### src/design/sdf_pkg.sv
// Shared types and constants of the sensor reply deframer.
`timescale 1ns / 1ps

package sdf_pkg;

    // Result kinds
    typedef enum logic [1:0] {
        KIND_TYPE    = 2'd0,
        KIND_PAYLOAD = 2'd1,
        KIND_END     = 2'd2,
        KIND_BAD     = 2'd3
    } kind_t;

    // Byte positions within a frame, counted from zero
    localparam int unsigned POS_SECOND  = 1;
    localparam int unsigned POS_TYPE    = 6;
    localparam int unsigned POS_LEN_HI  = 7;
    localparam int unsigned POS_LEN_LO  = 8;
    localparam int unsigned POS_PAYLOAD = 9;

    // Smallest legal length field (checksum bytes only)
    localparam logic [15:0] MIN_LENGTH = 16'd2;

    // Register map
    localparam int unsigned APB_ADDR_W       = 3;
    localparam logic [2:0]  ADDR_START_CODE  = 3'd0;
    localparam logic [15:0] START_CODE_RESET = 16'hEF01;

    // Queue between front and back
    localparam int unsigned QDEPTH = 2;
    localparam int unsigned QPTR_W = 1;
    localparam int unsigned QCNT_W = 2;

    // One classified result on its way to the back end
    typedef struct packed {
        kind_t       kind;
        logic [7:0]  data;
        logic [15:0] plen;
    } item_t;

endpackage

### src/design/sdf_front.sv
// Front end: accepts received bytes, tracks frame position and classifies results.
`timescale 1ns / 1ps

module sdf_front #(
    parameter int MAX_PAYLOAD = 256
) (
    input  logic           clk,
    input  logic           rst_n,
    input  logic           in_valid,
    output logic           in_stall,
    input  logic [7:0]     rx_byte,
    input  logic [15:0]    start_code,
    input  logic           q_full,
    output logic           q_push,
    output sdf_pkg::item_t q_item
);

    // Counter holds positions up to one past the last checksum byte
    localparam int CNT_W = $clog2(MAX_PAYLOAD + 11);
    localparam logic [16:0] MAX_LENGTH = 17'(MAX_PAYLOAD + 2);

    logic [CNT_W-1:0] pos_reg, pos_next;
    logic [CNT_W-1:0] end_pos_reg, end_pos_next;
    logic [7:0]       second_reg, second_next;
    logic [7:0]       type_reg, type_next;
    logic [7:0]       len_hi_reg, len_hi_next;
    logic [15:0]      plen_reg, plen_next;

    logic        accept;
    logic [15:0] length;
    logic        frame_bad;

    assign in_stall = q_full;
    assign accept   = in_valid & ~q_full;

    // Check the header once the length low byte is here
    assign length    = {len_hi_reg, rx_byte};
    assign frame_bad = (second_reg != start_code[7:0]) || (length < sdf_pkg::MIN_LENGTH)
                       || ({1'b0, length} > MAX_LENGTH);

    // Advance the frame position and classify the byte
    always_comb
    begin
        pos_next     = pos_reg;
        end_pos_next = end_pos_reg;
        second_next  = second_reg;
        type_next    = type_reg;
        len_hi_next  = len_hi_reg;
        plen_next    = plen_reg;
        q_push       = 1'b0;
        q_item       = '0;
        if (accept)
        begin
            if (pos_reg == '0)
            begin
                if (rx_byte == start_code[15:8])
                begin
                    pos_next = CNT_W'(1);
                end
            end
            else
            begin
                pos_next = pos_reg + CNT_W'(1);
                if (pos_reg == CNT_W'(sdf_pkg::POS_SECOND))
                begin
                    second_next = rx_byte;
                end
                else if (pos_reg == CNT_W'(sdf_pkg::POS_TYPE))
                begin
                    type_next = rx_byte;
                end
                else if (pos_reg == CNT_W'(sdf_pkg::POS_LEN_HI))
                begin
                    len_hi_next = rx_byte;
                end
                else if (pos_reg == CNT_W'(sdf_pkg::POS_LEN_LO))
                begin
                    q_push = 1'b1;
                    if (frame_bad)
                    begin
                        pos_next    = '0;
                        q_item.kind = sdf_pkg::KIND_BAD;
                    end
                    else
                    begin
                        plen_next    = length - sdf_pkg::MIN_LENGTH;
                        end_pos_next = CNT_W'(sdf_pkg::POS_PAYLOAD)
                                       + CNT_W'(length - sdf_pkg::MIN_LENGTH);
                        q_item.kind  = sdf_pkg::KIND_TYPE;
                        q_item.data  = type_reg;
                    end
                end
                else if (pos_reg >= CNT_W'(sdf_pkg::POS_PAYLOAD))
                begin
                    if (pos_reg < end_pos_reg)
                    begin
                        q_push      = 1'b1;
                        q_item.kind = sdf_pkg::KIND_PAYLOAD;
                        q_item.data = rx_byte;
                    end
                    else if (pos_reg != end_pos_reg)
                    begin
                        // second checksum byte closes the frame
                        pos_next    = '0;
                        q_push      = 1'b1;
                        q_item.kind = sdf_pkg::KIND_END;
                        q_item.plen = plen_reg;
                    end
                end
            end
        end
    end

    // Hold frame position and captured header fields
    always_ff @(posedge clk or negedge rst_n)
    begin
        if (!rst_n)
        begin
            pos_reg     <= '0;
            end_pos_reg <= '0;
            second_reg  <= '0;
            type_reg    <= '0;
            len_hi_reg  <= '0;
            plen_reg    <= '0;
        end
        else
        begin
            pos_reg     <= pos_next;
            end_pos_reg <= end_pos_next;
            second_reg  <= second_next;
            type_reg    <= type_next;
            len_hi_reg  <= len_hi_next;
            plen_reg    <= plen_next;
        end
    end

endmodule

### src/design/sdf_queue.sv
// Short queue of classified results between the front and back ends.
`timescale 1ns / 1ps

module sdf_queue (
    input  logic           clk,
    input  logic           rst_n,
    input  logic           push,
    input  sdf_pkg::item_t push_item,
    output logic           full,
    input  logic           pop,
    output logic           not_empty,
    output sdf_pkg::item_t head_item
);

    sdf_pkg::item_t mem [sdf_pkg::QDEPTH];

    logic [sdf_pkg::QPTR_W-1:0] wr_ptr_reg, wr_ptr_next;
    logic [sdf_pkg::QPTR_W-1:0] rd_ptr_reg, rd_ptr_next;
    logic [sdf_pkg::QCNT_W-1:0] count_reg, count_next;

    assign full      = (count_reg == sdf_pkg::QCNT_W'(sdf_pkg::QDEPTH));
    assign not_empty = (count_reg != '0);
    assign head_item = mem[rd_ptr_reg];

    // Advance pointers and occupancy
    always_comb
    begin
        wr_ptr_next = wr_ptr_reg;
        rd_ptr_next = rd_ptr_reg;
        count_next  = count_reg;
        if (push)
        begin
            wr_ptr_next = wr_ptr_reg + sdf_pkg::QPTR_W'(1);
        end
        if (pop)
        begin
            rd_ptr_next = rd_ptr_reg + sdf_pkg::QPTR_W'(1);
        end
        if (push && !pop)
        begin
            count_next = count_reg + sdf_pkg::QCNT_W'(1);
        end
        else if (pop && !push)
        begin
            count_next = count_reg - sdf_pkg::QCNT_W'(1);
        end
    end

    always_ff @(posedge clk or negedge rst_n)
    begin
        if (!rst_n)
        begin
            wr_ptr_reg <= '0;
            rd_ptr_reg <= '0;
            count_reg  <= '0;
        end
        else
        begin
            wr_ptr_reg <= wr_ptr_next;
            rd_ptr_reg <= rd_ptr_next;
            count_reg  <= count_next;
        end
    end

    // Store entries
    always_ff @(posedge clk)
    begin
        if (push)
        begin
            mem[wr_ptr_reg] <= push_item;
        end
    end

endmodule

### src/design/sdf_back.sv
// Back end: drains the queue into the output register and forms result transactions.
`timescale 1ns / 1ps

module sdf_back (
    input  logic           clk,
    input  logic           rst_n,
    input  logic           q_not_empty,
    input  sdf_pkg::item_t q_item,
    output logic           q_pop,
    output logic           out_valid,
    input  logic           out_stall,
    output logic [1:0]     kind,
    output logic [7:0]     data,
    output logic [15:0]    payload_length,
    output logic           last
);

    logic        valid_reg, valid_next;
    logic [1:0]  kind_reg;
    logic [7:0]  data_reg;
    logic [15:0] plen_reg;
    logic        last_reg;
    logic        load;

    // Load when the output register is empty or its transaction completes
    assign load  = q_not_empty && (!valid_reg || !out_stall);
    assign q_pop = load;

    always_comb
    begin
        valid_next = valid_reg;
        if (load)
        begin
            valid_next = 1'b1;
        end
        else if (!out_stall)
        begin
            valid_next = 1'b0;
        end
    end

    always_ff @(posedge clk or negedge rst_n)
    begin
        if (!rst_n)
        begin
            valid_reg <= 1'b0;
        end
        else
        begin
            valid_reg <= valid_next;
        end
    end

    // Capture each result; frame end and bad frame close the frame
    always_ff @(posedge clk)
    begin
        if (load)
        begin
            kind_reg <= q_item.kind;
            data_reg <= q_item.data;
            plen_reg <= q_item.plen;
            last_reg <= (q_item.kind == sdf_pkg::KIND_END)
                        || (q_item.kind == sdf_pkg::KIND_BAD);
        end
    end

    assign out_valid      = valid_reg;
    assign kind           = kind_reg;
    assign data           = data_reg;
    assign payload_length = plen_reg;
    assign last           = last_reg;

endmodule

### src/design/sensor_reply_deframer.sv
// Path: each accepted byte's result enters the queue and is then registered at the output.
// Throughput: one byte per cycle unless the input stalls; the front end's byte position
// counter classifies each byte on acceptance and a two-entry queue feeds the output register.
// Output stalls fill the queue, and the input stalls while both entries are held.
// Reset: rst_n (asynchronous, active low) restores start_code to 0xEF01, clears the
// frame position to hunting and empties the queue and output register.
`timescale 1ns / 1ps

module sensor_reply_deframer #(
    parameter int MAX_PAYLOAD = 256
) (
    input  logic                           clk,
    input  logic                           rst_n,
    // APB configuration port
    input  logic                           psel,
    input  logic                           penable,
    input  logic                           pwrite,
    input  logic [sdf_pkg::APB_ADDR_W-1:0] paddr,
    input  logic [31:0]                    pwdata,
    output logic [31:0]                    prdata,
    output logic                           pready,
    // Received bytes
    input  logic                           in_valid,
    output logic                           in_stall,
    input  logic [7:0]                     rx_byte,
    // Results
    output logic                           out_valid,
    input  logic                           out_stall,
    output logic [1:0]                     kind,
    output logic [7:0]                     data,
    output logic [15:0]                    payload_length,
    output logic                           last
);

    logic [15:0]    start_code_reg, start_code_next;
    logic           q_push, q_full, q_pop, q_not_empty;
    sdf_pkg::item_t push_item, head_item;

    // Configuration register
    assign pready = 1'b1;

    always_comb
    begin
        start_code_next = start_code_reg;
        if (psel && penable && pwrite && (paddr == sdf_pkg::ADDR_START_CODE))
        begin
            start_code_next = pwdata[15:0];
        end
    end

    always_ff @(posedge clk or negedge rst_n)
    begin
        if (!rst_n)
        begin
            start_code_reg <= sdf_pkg::START_CODE_RESET;
        end
        else
        begin
            start_code_reg <= start_code_next;
        end
    end

    assign prdata = (paddr == sdf_pkg::ADDR_START_CODE) ? {16'd0, start_code_reg} : 32'd0;

    sdf_front #(
        .MAX_PAYLOAD (MAX_PAYLOAD)
    ) u_front (
        .clk        (clk),
        .rst_n      (rst_n),
        .in_valid   (in_valid),
        .in_stall   (in_stall),
        .rx_byte    (rx_byte),
        .start_code (start_code_reg),
        .q_full     (q_full),
        .q_push     (q_push),
        .q_item     (push_item)
    );

    sdf_queue u_queue (
        .clk       (clk),
        .rst_n     (rst_n),
        .push      (q_push),
        .push_item (push_item),
        .full      (q_full),
        .pop       (q_pop),
        .not_empty (q_not_empty),
        .head_item (head_item)
    );

    sdf_back u_back (
        .clk            (clk),
        .rst_n          (rst_n),
        .q_not_empty    (q_not_empty),
        .q_item         (head_item),
        .q_pop          (q_pop),
        .out_valid      (out_valid),
        .out_stall      (out_stall),
        .kind           (kind),
        .data           (data),
        .payload_length (payload_length),
        .last           (last)
    );

endmodule

### config.mk
export PLATFORM = sky130hd
export DESIGN_NAME = sensor_reply_deframer
export DESIGN_NICKNAME = d
export VERILOG_FILES = /design/src/design/sdf_pkg.sv /design/src/design/sdf_front.sv /design/src/design/sdf_queue.sv /design/src/design/sdf_back.sv /design/src/design/sensor_reply_deframer.sv
export SDC_FILE = /design/constraint.sdc
export NUM_CORES = 1
export LEC_CHECK = 0
export ABC_AREA = 1
export ABC_CLOCK_PERIOD_IN_PS = 6700
export BUFFER_PORTS_ARGS = -buffer_cell sky130_fd_sc_hd__buf_2
export CAP_MARGIN = 10
export CORE_AREA = 2 2 140 142
export DETAILED_ROUTE_END_ITERATION = 8
export DIE_AREA = 0 0 142 144
export PLACE_DENSITY_LB_ADDON = 0.12
export SYNTH_ARGS = -nofsm -noshare
export SYNTH_HDL_FRONTEND = slang
export SYNTH_SLANG_ARGS = --single-unit
### constraint.sdc
create_clock -name clk -period 6.7 [get_ports clk]
set_input_delay 0.67 -clock clk [delete_from_list [all_inputs] [get_ports clk]]
set_output_delay 0.67 -clock clk [all_outputs]
set_load 0.03 [all_outputs]
# == After elaboration in Yosys (flattened, before gate mapping) ==
# Memories as Yosys holds them, arrays and structs flattened.
# Index checks and enable logic that the tools add are counted.
# totals
ramBits,52
input_bits,50
mem_count,1
regBits,106
wordCells,110
out_inout_bits,62
# mem_list
memory,words,word_bits,read_ports,rd_ports_with_merged_regs,wr,line_no,source
u_queue.mem,2,26,1,0,1,sdf_queue.sv:15,sdf_pkg::item_t mem [sdf_pkg::QDEPTH];
# classes
n_reduce_logical,23
n_addsub,7
n_eq_ne,12
bitwise,7
muxes,41
order_cmp,4
# ops
cell,count
26-bit two-way mux,6
9-bit two-way mux,10
16-bit two-way mux,4
"9-bit by 3-bit equality test with 1-bit output, second input constant",2
"16-bit by 9-bit > comparator with 1-bit output, second input constant",1
"16-bit by 2-bit < comparator with 1-bit output, second input constant",1
8-bit two-way mux,2
"16-bit by 2-bit subtractor with 16-bit output, second input constant",1
1-bit two-way mux,13
10-bit two-way mux,1
2-bit two-way mux,5
"4-bit by 9-bit adder with 9-bit output, first input constant",1
"9-bit by 1-bit adder with 9-bit output, second input constant",1
"9-bit by 1-bit equality test with 1-bit output, second input constant",1
"9-bit by 4-bit equality test with 1-bit output, second input constant",1
"9-bit by 4-bit >= comparator with 1-bit output, second input constant",1
9-bit logical NOT,1
9-bit < comparator,1
9-bit != test,1
8-bit equality test,1
8-bit != test,1
7-bit AND reduction,1
"2-bit equality test, second input constant",3
1-bit logical AND,6
15 further kinds,28

# == Depth between registers and ports, before layout ==
# Gate-level depths: netlist of run 1.
# depth
ltp_word,14
ltp_mapped,15
depth_no_buf,15

# == By module ==
# From an unflattened synthesis of run 1, not the netlist that was laid out.
# hier_totals
hier_cells,857
hier_area_um2,8171.6
# by_module_without_submodules
mod,area_per_inst_um2,n_inst,cells_each,seq_area_each_um2
sdf_front,4068.9,1,589,1451.4
sdf_queue,2183.3,1,106,1661.6
sensor_reply_deframer,1059.8,1,129,410.4
sdf_back,859.6,1,33,835.8

# == Least setup slack after synthesis of run 1 ==
# OpenSTA, ideal clock, no wires.
# synth_path
path_kind,register -> register
startpoint,reg u_front.pos_reg[8]
endpoint,mem u_queue.mem[0][0] (netlist bit) (enable)
period_less_slack_ns,2.901
setup_slack_ns,3.799
required_time_ns,6.291
setup_ns,0.409
path_stages_with_launch,9
arrival_ns,2.492
n_path_buf,0
cell_sequence,dfrtp_1 -> ha_1 -> nand2_1 -> inv_1 -> a21oi_1 -> nand4_1 -> nand3_1 -> nand2_1 -> nor2_1
# synth_between
elab_chain_len,12
elab_cells_between_ends,19
classes_between,2 x order compare; 5 x eq/ne; 11 x mux; 1 x reduce/logical
# synth_rtl
element,line_no,source
from (decl),sdf_front.sv:22,"logic [CNT_W-1:0] pos_reg, pos_next;"
from (signal assigned),sdf_front.sv:128,pos_reg <= pos_next;
branches (longest 8 deep; another with 9-bit < comparator),--,
1-bit two-way mux *,sdf_front.sv:54,if (pos_reg == '0)
1-bit two-way mux *,sdf_front.sv:52,if (accept)
1-bit two-way mux *,sdf_queue.sv:68,if (push)
1-bit two-way mux (not written as such) *,sdf_queue.sv:70,mem[wr_ptr_reg] <= push_item;
to (decl),sdf_queue.sv:15,
# Mark *: on every way between the ends.

==> results of run 1 <==
## synth_stat cells, drive strengths merged
master / instances
ha: 18
clkbuf: 12
nand3: 41
buf: 30
dfstp: 8
dfrtp: 71
nand2: 267
clkinv: 2
xor2: 16
edfxtp: 78
inv: 92
nand4: 8
o21ai: 65
or3: 2
or2: 1
a21oi: 11
conb: 2
nor2: 83
nor3: 12
xnor2: 9
## power groups by stage
stage | combinational, µW | clock, µW | sequential (µW)
after floorplan | 612 | 0 | 1590
after global placement | 1040 | 0 | 1420
after detailed placement | 1040 | 0 | 1420
after CTS | 1040 | 958 | 1410
after global routing | 1160 | 997 | 1430
final | 1030 | 931 | 1410
## final cells by class
class,count,area share
flip-flops and latches,157,0.5042
multi-input cells,550,0.3039
clock buffers,18,0.04998
repair buffers,82,0.04925
inverters,94,0.04124
well taps,238,0.03468
clock inverters,14,0.01676
## kinds of logic after synthesis
| kind of cell | Yosys count | share of synthesized area |
|---|---|---|
| compound gates | 76 | 0.05068 |
| buf+inv | 136 | 0.08368 |
| xor+xnor | 25 | 0.02917 |
| simple gates | 414 | 0.2287 |
| fa+ha+maj | 18 | 0.03001 |
| other cells | 2 | 0.001001 |
| flops | 157 | 0.5768 |
## metrics by stage
stage,instances,area (µm²)
after CTS,1153,8587
after detailed placement,1121,8014
final,1153,8587
after global placement,1121,8014
after floorplan,843,7562
after global routing,1153,8587
## routing by layer
layer / global-route usage / part of all wire / vias to the layer above
met1: 0.2167 / 0.51 / 2350
met5: 0 / 0 / -
met4: 0.04579 / 0.015 / 0
met2: 0.2436 / 0.44 / 110
li1: - / - / 2752
met3: 0.04040 / 0.035 / 17
## critical path, stage by stage, from the launching register on
cell	delay, ps
dfrtp_1	430
inv_1	120
ha_1	210
nand2_1	60
nor2_1	70
nand2_1	80
nand3_1	120
nor2_4	340
nand3_1	560
nor3_1	450
## how the worst min path moves through the flow
stage	from	endpoint	cells after the start
after floorplan	rst_n	start_code_reg[12]$_DFFE_PN0P_	0
after global placement	u_front.type_reg[2]$_DFFE_PN0P_	u_front.type_reg[2]$_DFFE_PN0P_	2
final	rst_n	start_code_reg[4]$_DFFE_PN0P_	1
after CTS	pwdata[6]	start_code_reg[6]$_DFFE_PN0P_	3
after global routing	pwdata[6]	start_code_reg[6]$_DFFE_PN0P_	3
after detailed placement	u_front.plen_reg[11]$_DFFE_PN0P_	u_front.plen_reg[11]$_DFFE_PN0P_	2
==> metrics, run 1 <==
outcome=complete, no violations; via count=5229; clk_lat worst skew=420 ps; fmax=374.1 MHz; gpl congestion=0.8332; post-CTS setup buffers=0; worst r2r path cells=9; die area=0.02045 mm²; critical path fanouts, max=16; Hold/Removal Path Class=input pin to asynchronous set/reset pin; Clock Root Buffer=clkbuf_16; P_sw=1230 µW; vias per cell=4.535; first-pass GRT wire length=24670 µm; crit path launch=u_front.pos_reg[0]$_DFFE_PN0P_; commonest non-fill, non-tap cell in the layout=nand2_1; combinational share of power=0.306; CP endpoint=u_queue.mem[0][13]$_DFFE_PP_; via count of the first global-routing pass=4817; Yosys top cell area share=0.3121; Layout area overhead=14.40%; DPL Wire Length=10550 µm; CTS clk-pin slew, worst paths=60 ps; most frequent cells in the layout=263 x nand2_1, 90 x inv_1, 78 x edfxtp_1; DRT iter0 DRCs=259; H-tree depth=4; worst r2r src=u_front.pos_reg[0]$_DFFE_PN0P_; DIE HEIGHT=144 µm; final setup skew=10.37 ps; Die X=142 µm; count of different cell masters after synthesis=31; GRT Overall Usage=0.1564; DRC Markers=0; Post-CTS Hold Buffers=0; Int Pwr=2136 µW; LEAKAGE=0.004047 µW; CTS tree=done; Syn Inst Count=828; # diodes=0; Seq pwr share=0.418; RR Endpoint=u_queue.mem[0][13]$_DFFE_PP_; # Max-Cap Violations=0; number of flip-flops under the largest register name=52; switching share of power=0.3653; period utilization=0.3990; FF-to-FF setup slack=4030 ps; share of power burned in the clock network=0.277; clk sinks=157; worst slew pin tran=1033 ps; Design Power=3366 µW; critical path class=flip-flop to flip-flop; Initial Utilization=0.3934; # rows=51; largest net degree at the start of global routing=80; wire length per cell=13.10 µm; register area=0.004329 mm²; CORE AREA=0.01908 mm²; count of synthesis-stage warnings from yosys=0; peak supply drop=0.1882 mV; pre-CTS setup slack=3814 ps; sequential area share after synthesis=0.5768; RSZ-0062 raised after global routing=false; aggregate global routing overflow=0; setup ws final=4027 ps; flops & latches, synth=157; I/O pins=112; initial antenna violation count=0; leading area contributor after synthesis=edfxtp_1; Post-Syn Area per Cell=9.065 µm²; Slew Viols, Final=0; Fillers=1842; fin nets=970; share of cells above drive strength 1=0.1497; clk buf depth=2; Num CTS Buffers=17; drt total wl=15100 µm; TritonRoute pass-1 iters=4; CP required=6900 ps; Post-Syn Area=0.007506 mm²; CP arrival=2870 ps; footprint of the multi-input gates=0.002610 mm²; Port Buffers=78; startpoint class of the critical path=flip-flop; post-layout min period=2673 ps; max_slew headroom=0.3113; Largest Register=u_queue.mem; # setup viols final=0; top post-synthesis cells by area=edfxtp_1 31%, dfrtp_1 24%, nand2_1 13%, inv_1 4.5%, nor2_1 3.8%; Crit. End Element=flip-flop; Fin. Hold Viols=0; PostCTS Resize Cnt=0; worst hold slack=405.1 ps; Final Core Density=0.4501; Final TNS setup=0 ps; Antenna Violating Nets Remaining=0; pwr dens=391.9 mW/mm²
(Power assumes the default switching activity.)
==> inputs of run 2 (changes only) <==
Settings changed: ABC_CLOCK_PERIOD_IN_PS 6700 to 2300.
Clock period 6.7 ns to 2.3 ns, I/O delays scaled along.
==> run 2 against run 1 <==
Total power increased to 3.0 times the previous value. Core utilization increased by 3.1 points. Sequential power increased to 2.9 times the previous value. Final area increased by 6.9%. Critical path depth increased by 4. Die area unchanged. Sequential share of layout area decreased by 3.2 points. Clock power increased to 3.0 times the previous value. Critical path type unchanged. Clock-buffer cell count increased by 4.
==> metrics, run 2 (synthesis gave the netlist of run 1 again) <==
outcome=complete, no violations (unchanged); TritonRoute pass-1 iters=5 (was 4); worst r2r src=u_front.pos_reg[2]$_DFFE_PN0P_ (was u_front.pos_reg[0]$_DFFE_PN0P_); post-layout min period=2184 ps (was 2673 ps); # Max-Cap Violations=0 (unchanged); drt total wl=16440 µm (was 15100 µm); gpl congestion=0.8410 (was 0.8332); wire length per cell=13.67 µm (was 13.10 µm); DIE HEIGHT=144 µm (unchanged); peak supply drop=0.5436 mV (was 0.1882 mV); first-pass GRT wire length=26440 µm (was 24670 µm); fin nets=1020 (was 970); LEAKAGE=0.004318 µW (was 0.004047 µW); initial antenna violation count=0 (unchanged); Antenna Violating Nets Remaining=0 (unchanged); DRT iter0 DRCs=249 (was 259); Port Buffers=78 (unchanged); Placed Area=0.008304 mm² (was 0.008014 mm²); largest net degree at the start of global routing=34 (was 80); FF-to-FF setup slack=120 ps (was 4030 ps); H-tree depth=4 (unchanged); clk sinks=157 (unchanged); commonest non-fill, non-tap cell in the layout=nand2_1 (unchanged); via count of the first global-routing pass=5244 (was 4817); worst min-delay path startpoint=pwdata[10]; pwr dens=1111 mW/mm² (was 391.9 mW/mm²); DRC Markers=0 (unchanged); aggregate global routing overflow=0 (unchanged); Finished Cell Area=0.009180 mm² (was 0.008587 mm²); Layout area overhead=22.30% (was 14.40%); Num CTS Buffers=17 (unchanged); crit path launch=u_front.pos_reg[2]$_DFFE_PN0P_ (was u_front.pos_reg[0]$_DFFE_PN0P_); fmax=457.8 MHz (was 374.1 MHz); final setup skew=11.95 ps (was 10.37 ps); DPL Wire Length=11400 µm (was 10550 µm); # rows=51 (unchanged); startpoint class of the critical path=flip-flop (unchanged); vias per cell=4.528 (was 4.535); CTS clk-pin slew, worst paths=70 ps (was 60 ps); die area=0.02045 mm² (unchanged); share of cells above drive strength 1=0.1948 (was 0.1497); max_slew headroom=0.6615 (was 0.3113); most frequent cells in the layout=260 x nand2_1, 89 x inv_1, 78 x edfxtp_1 (was 263 x nand2_1, 90 x inv_1, 78 x edfxtp_1); clk_lat worst skew=430 ps (was 420 ps); Clock Root Buffer=clkbuf_16 (unchanged); CTS tree=done (unchanged); Crit. End Element=flip-flop (unchanged); CORE AREA=0.01908 mm² (unchanged); CP arrival=2330 ps (was 2870 ps); period utilization=0.9496 (was 0.3990); I/O pins=112 (unchanged); clk buf depth=2 (unchanged); Largest Register=u_queue.mem (unchanged); Die X=142 µm (unchanged); RR Endpoint=u_queue.mem[0][20]$_DFFE_PP_ (was u_queue.mem[0][13]$_DFFE_PP_); # diodes=0 (unchanged); Hold/Removal Path Class=input pin to flip-flop (was input pin to asynchronous set/reset pin); GRT Overall Usage=0.1686 (was 0.1564); Worst Hold Depth=3; # setup viols final=0 (unchanged); DP Cell Count=1153 (was 1121); critical path fanouts, max=6 (was 16); via count=5447 (was 5229); Fin. Hold Viols=0 (unchanged); worst r2r path cells=13 (was 9); critical path class=flip-flop to flip-flop (unchanged); number of flip-flops under the largest register name=52 (unchanged); Hold Path Sink=start_code_reg[10]$_DFFE_PN1P_; Final Core Density=0.4811 (was 0.4501); worst slew pin tran=507.8 ps (was 1033 ps); Initial Utilization=0.3934 (unchanged); fin cells=1203 (was 1153); Slew Viols, Final=0 (unchanged); CP required=2440 ps (was 6900 ps)
## run 2: layout make-up
cell class	instances	area, µm²
Tap cell	238	297.8
Clock inverter	10	105.1
Sequential cell	157	4330
Inverter	94	354.1
Multi-Input combinational cell	550	2691
Fill cell	1815	9899
Timing Repair Buffer	132	927.1
Clock buffer	22	474.2
## run 2: routing by layer
layer / vias to the layer above / GRT usage / share of wire
met4: 0 / 0.05579 / 0.0080
met5: - / 0 / 0
met2: 120 / 0.2660 / 0.45
met3: 7 / 0.03940 / 0.037
met1: 2459 / 0.2308 / 0.50
li1: 2861 / - / -
## run 2: where the power goes
part,leakage (µW),internal [µW],total (µW),switching [µW]
registers,0.00170,3790,4070,283
logic,0.00234,1080,3370,2280
clock network,0.000280,1600,2760,1170
## run 2: worst max path at each step
stage / end / slack (ps) / depth (start not counted)
6_report: u_queue.mem[0][20]$_DFFE_PP_ / 120 / 13
5_1_grt: u_queue.mem[0][16]$_DFFE_PP_ / -20 / 14
4_1_cts: u_queue.count_reg[1]$_DFFE_PN0P_ / 20 / 12
3_5_place_dp: u_queue.count_reg[1]$_DFFE_PN0P_ / 40 / 12
3_3_place_gp: u_queue.count_reg[1]$_DFFE_PN0P_ / 100 / 12
2_1_floorplan: u_queue.mem[0][0]$_DFFE_PP_ / -190 / 8
## run 2: worst max-delay path: stages, from the launching register on
cell and delay [ps]:
dfrtp_1 410, ha_1 320, nand2_1 70, nand2_1 50, nand2_1 50, nand2_1 50
nand2_1 70, nand4_1 130, nand3_1 120, nand2_2 60, buf_4 160, nor2_4 120
buf_12 130, clkbuf_16 150
## run 2: per-stage QoR
stage / setup WS, ps / power (µW) / TNS (ps) / hold WS (ps)
6_report: 115.9 / 10200 / 0 / 15.14
4_1_cts: 20.46 / 10170 / 0 / 0.5095
3_3_place_gp: 100.0 / 7331 / 0 / 203.1
5_1_grt: -15.38 / 10870 / -167.6 / 21.13
2_1_floorplan: -192.9 / 6406 / -10030 / -65.59
3_5_place_dp: 38.32 / 7375 / 0 / 199.4
## run 2: timing repair
item                                   CTS  global route
gates resized for setup                  0            14
hold buffers                            11             0
buffers inserted                         0             4
endpoints found under the hold margin   41             0
setup endpoints to repair                0            53
==> inputs of run 3 (changes only) <==
Settings changed: HOLD_SLACK_MARGIN set to 0.1, SETUP_SLACK_MARGIN set to 0.4.
==> run 3 against run 2 <==
Cell count increased by 2.8%. Die area unchanged. Via count increased by 4.1%. Non-clock buffer count increased by 33. Clock power decreased by 7%. Fmax increased by 3.3%. Hold slack improved by 110 ps. Critical path depth decreased by 1. Setup slack improved by 70 ps. Clock skew decreased by 2.5 ps. Sequential power about the same. Critical path type unchanged. Largest power group unchanged.
==> metrics, run 3 (synthesis gave the netlist of run 1 again) <==
outcome=complete, no violations (unchanged); most frequent cells in the layout=238 x nand2_1, 80 x inv_1, 78 x buf_2, 78 x edfxtp_1, 65 x dfrtp_1 (was 260 x nand2_1, 89 x inv_1, 78 x edfxtp_1); CTS tree=done (unchanged); CP arrival=2420 ps (was 2330 ps); WL met2=7959 µm (was 7404 µm); share of cells above drive strength 1=0.2883 (was 0.1948); fin nets=1054 (was 1020); RSZ-0062 raised after global routing=true; clk sinks=157 (unchanged); register area=0.004337 mm² (was 0.004330 mm²); post-layout min period=2115 ps (was 2184 ps); # diodes=0 (unchanged); DIE HEIGHT=144 µm (unchanged); via count of the first global-routing pass=5256 (was 5244); final setup skew=9.458 ps (was 11.95 ps); commonest non-fill, non-tap cell in the layout=nand2_1 (unchanged); critical path fanouts, max=4 (was 6); Die X=142 µm (unchanged); max_slew headroom=0.6090 (was 0.6615); Largest Register=u_queue.mem (unchanged); Port Buffers=78 (unchanged); drt total wl=16840 µm (was 16440 µm); DRT iter0 DRCs=233 (was 249); CTS clk-pin slew, worst paths=60 ps (was 70 ps); Final Core Density=0.5215 (was 0.4811); Initial Utilization=0.3934 (unchanged); Num CTS Buffers=17 (unchanged); Layout area overhead=32.57% (was 22.30%); Final TNS setup=0 ps (unchanged); M1 WL=7902 µm (was 8291 µm); die area=0.02045 mm² (unchanged); period utilization=0.9194 (was 0.9496); vias per cell=4.584 (was 4.528); worst min-delay path startpoint=rx_byte[5] (was pwdata[10]); Clock Root Buffer=clkbuf_16 (unchanged); footprint of the multi-input gates=0.003080 mm² (was 0.002691 mm²); # Max-Cap Violations=0 (unchanged); Fin. Hold Viols=0 (unchanged); fin cells=1237 (was 1203); CP required=2610 ps (was 2440 ps); pwr dens=1053 mW/mm² (was 1111 mW/mm²); Antenna Violating Nets Remaining=0 (unchanged); worst r2r src=u_front.pos_reg[6]$_DFFE_PN0P_ (was u_front.pos_reg[2]$_DFFE_PN0P_); Hold/Removal Path Class=input pin to flip-flop (unchanged); peak supply drop=0.5635 mV (was 0.5436 mV); WL met3=690 µm (was 614 µm); TritonRoute pass-1 iters=5 (unchanged); DR top layer=met4 (unchanged); crit path launch=u_front.pos_reg[6]$_DFFE_PN0P_ (was u_front.pos_reg[2]$_DFFE_PN0P_); gpl congestion=0.8459 (was 0.8410); startpoint class of the critical path=flip-flop (unchanged); H-tree depth=4 (unchanged); DP Cell Count=1149 (was 1153); clk buf depth=2 (unchanged); Slew Viols, Final=0 (unchanged); I/O pins=112 (unchanged); aggregate global routing overflow=0 (unchanged); GRT Overall Usage=0.1710 (was 0.1686); CORE AREA=0.01908 mm² (unchanged); # rows=51 (unchanged); fmax=472.9 MHz (was 457.8 MHz); first-pass GRT wire length=26790 µm (was 26440 µm); # setup viols final=0 (unchanged); DPL Wire Length=11080 µm (was 11400 µm); initial antenna violation count=0 (unchanged); DRC Markers=0 (unchanged); LEAKAGE=0.004554 µW (was 0.004318 µW); largest net degree at the start of global routing=46 (was 34); critical path class=flip-flop to flip-flop (unchanged); via count=5670 (was 5447); Fillers=1769 (was 1815); worst slew pin tran=586.5 ps (was 507.8 ps); number of flip-flops under the largest register name=52 (unchanged); Crit. End Element=flip-flop (unchanged); wire length per cell=13.62 µm (was 13.67 µm); clk_lat worst skew=430 ps (about the same)
[run 3: report_power, final]
group	internal, µW	leakage [µW]	total [µW]	switching [µW]
clock network	1470	0.000253	2580	1110
registers	3790	0.00169	4100	304
logic	1310	0.00261	3790	2480
[run 3: layout make-up]
type	instances	share of cell area
Inverter	94	0.03697
Multi-Input combinational cell	550	0.3096
Tap cell	238	0.02993
Timing Repair inverter	1	0.0008802
Clock buffer	20	0.04388
Timing Repair Buffer	165	0.1333
Sequential cell	157	0.4358
Clock inverter	12	0.009682
[run 3: worst max-delay path: stages, from the launching register on]
cell,delay (ps)
dfrtp_2,440
ha_4,300
nand2_4,60
nor2_4,140
nand3_2,100
nand4_1,150
nand3_2,110
nand2_4,110
inv_4,40
ha_4,230
a21oi_2,90
o21ai_1,80
xor2_1,140
[run 3: per-layer routing]
layer,up-vias,GRT usage
met5,-,0
met4,0,0.05263
met3,21,0.04073
met2,117,0.2759
met1,2600,0.2298
li1,2932,-
[run 3: stage by stage]
step           hold WS [ps]  total power (µW)  area, µm²  worst slack [ps]
6_report              126.5             10470       9951             185.4
2_1_floorplan        -65.59              6456       7631             153.5
3_5_place_dp          278.4              7411       8338             93.73
3_3_place_gp          286.0              7381       8338             136.7
5_1_grt               140.8             11140       9951             127.7
4_1_cts               117.9             10320       9644             242.3
[run 3: repair_timing]
action	CTS	global route
gates cloned	6	2
endpoints found under the hold margin	52	0
hold buffers	18	0
setup buffers	21	9
pin swaps	20	13
resized for setup	71	55
endpoints found under the setup margin	131	156
[run 3: path summary, 6_finish.rpt]
| check | to | slack, ps | cells past startpoint |
|---|---|---|---|
| setup / recovery | u_queue.count_reg[1]$_DFFE_PN0P_ | 190 | 12 |
| hold / removal | u_front.len_hi_reg[5]$_DFFE_PN0P_ | 130 | 3 |
| setup reg to reg | u_queue.count_reg[1]$_DFFE_PN0P_ | 190 | 12 |
| hold reg to reg | u_front.plen_reg[15]$_DFFE_PN0P_ | 480 | 2 |
| max in group asynchronous | start_code_reg[0]$_DFFE_PN1P_ | 1290 | 3 |
| min in group asynchronous | u_front.pos_reg[4]$_DFFE_PN0P_ | 330 | 2 |
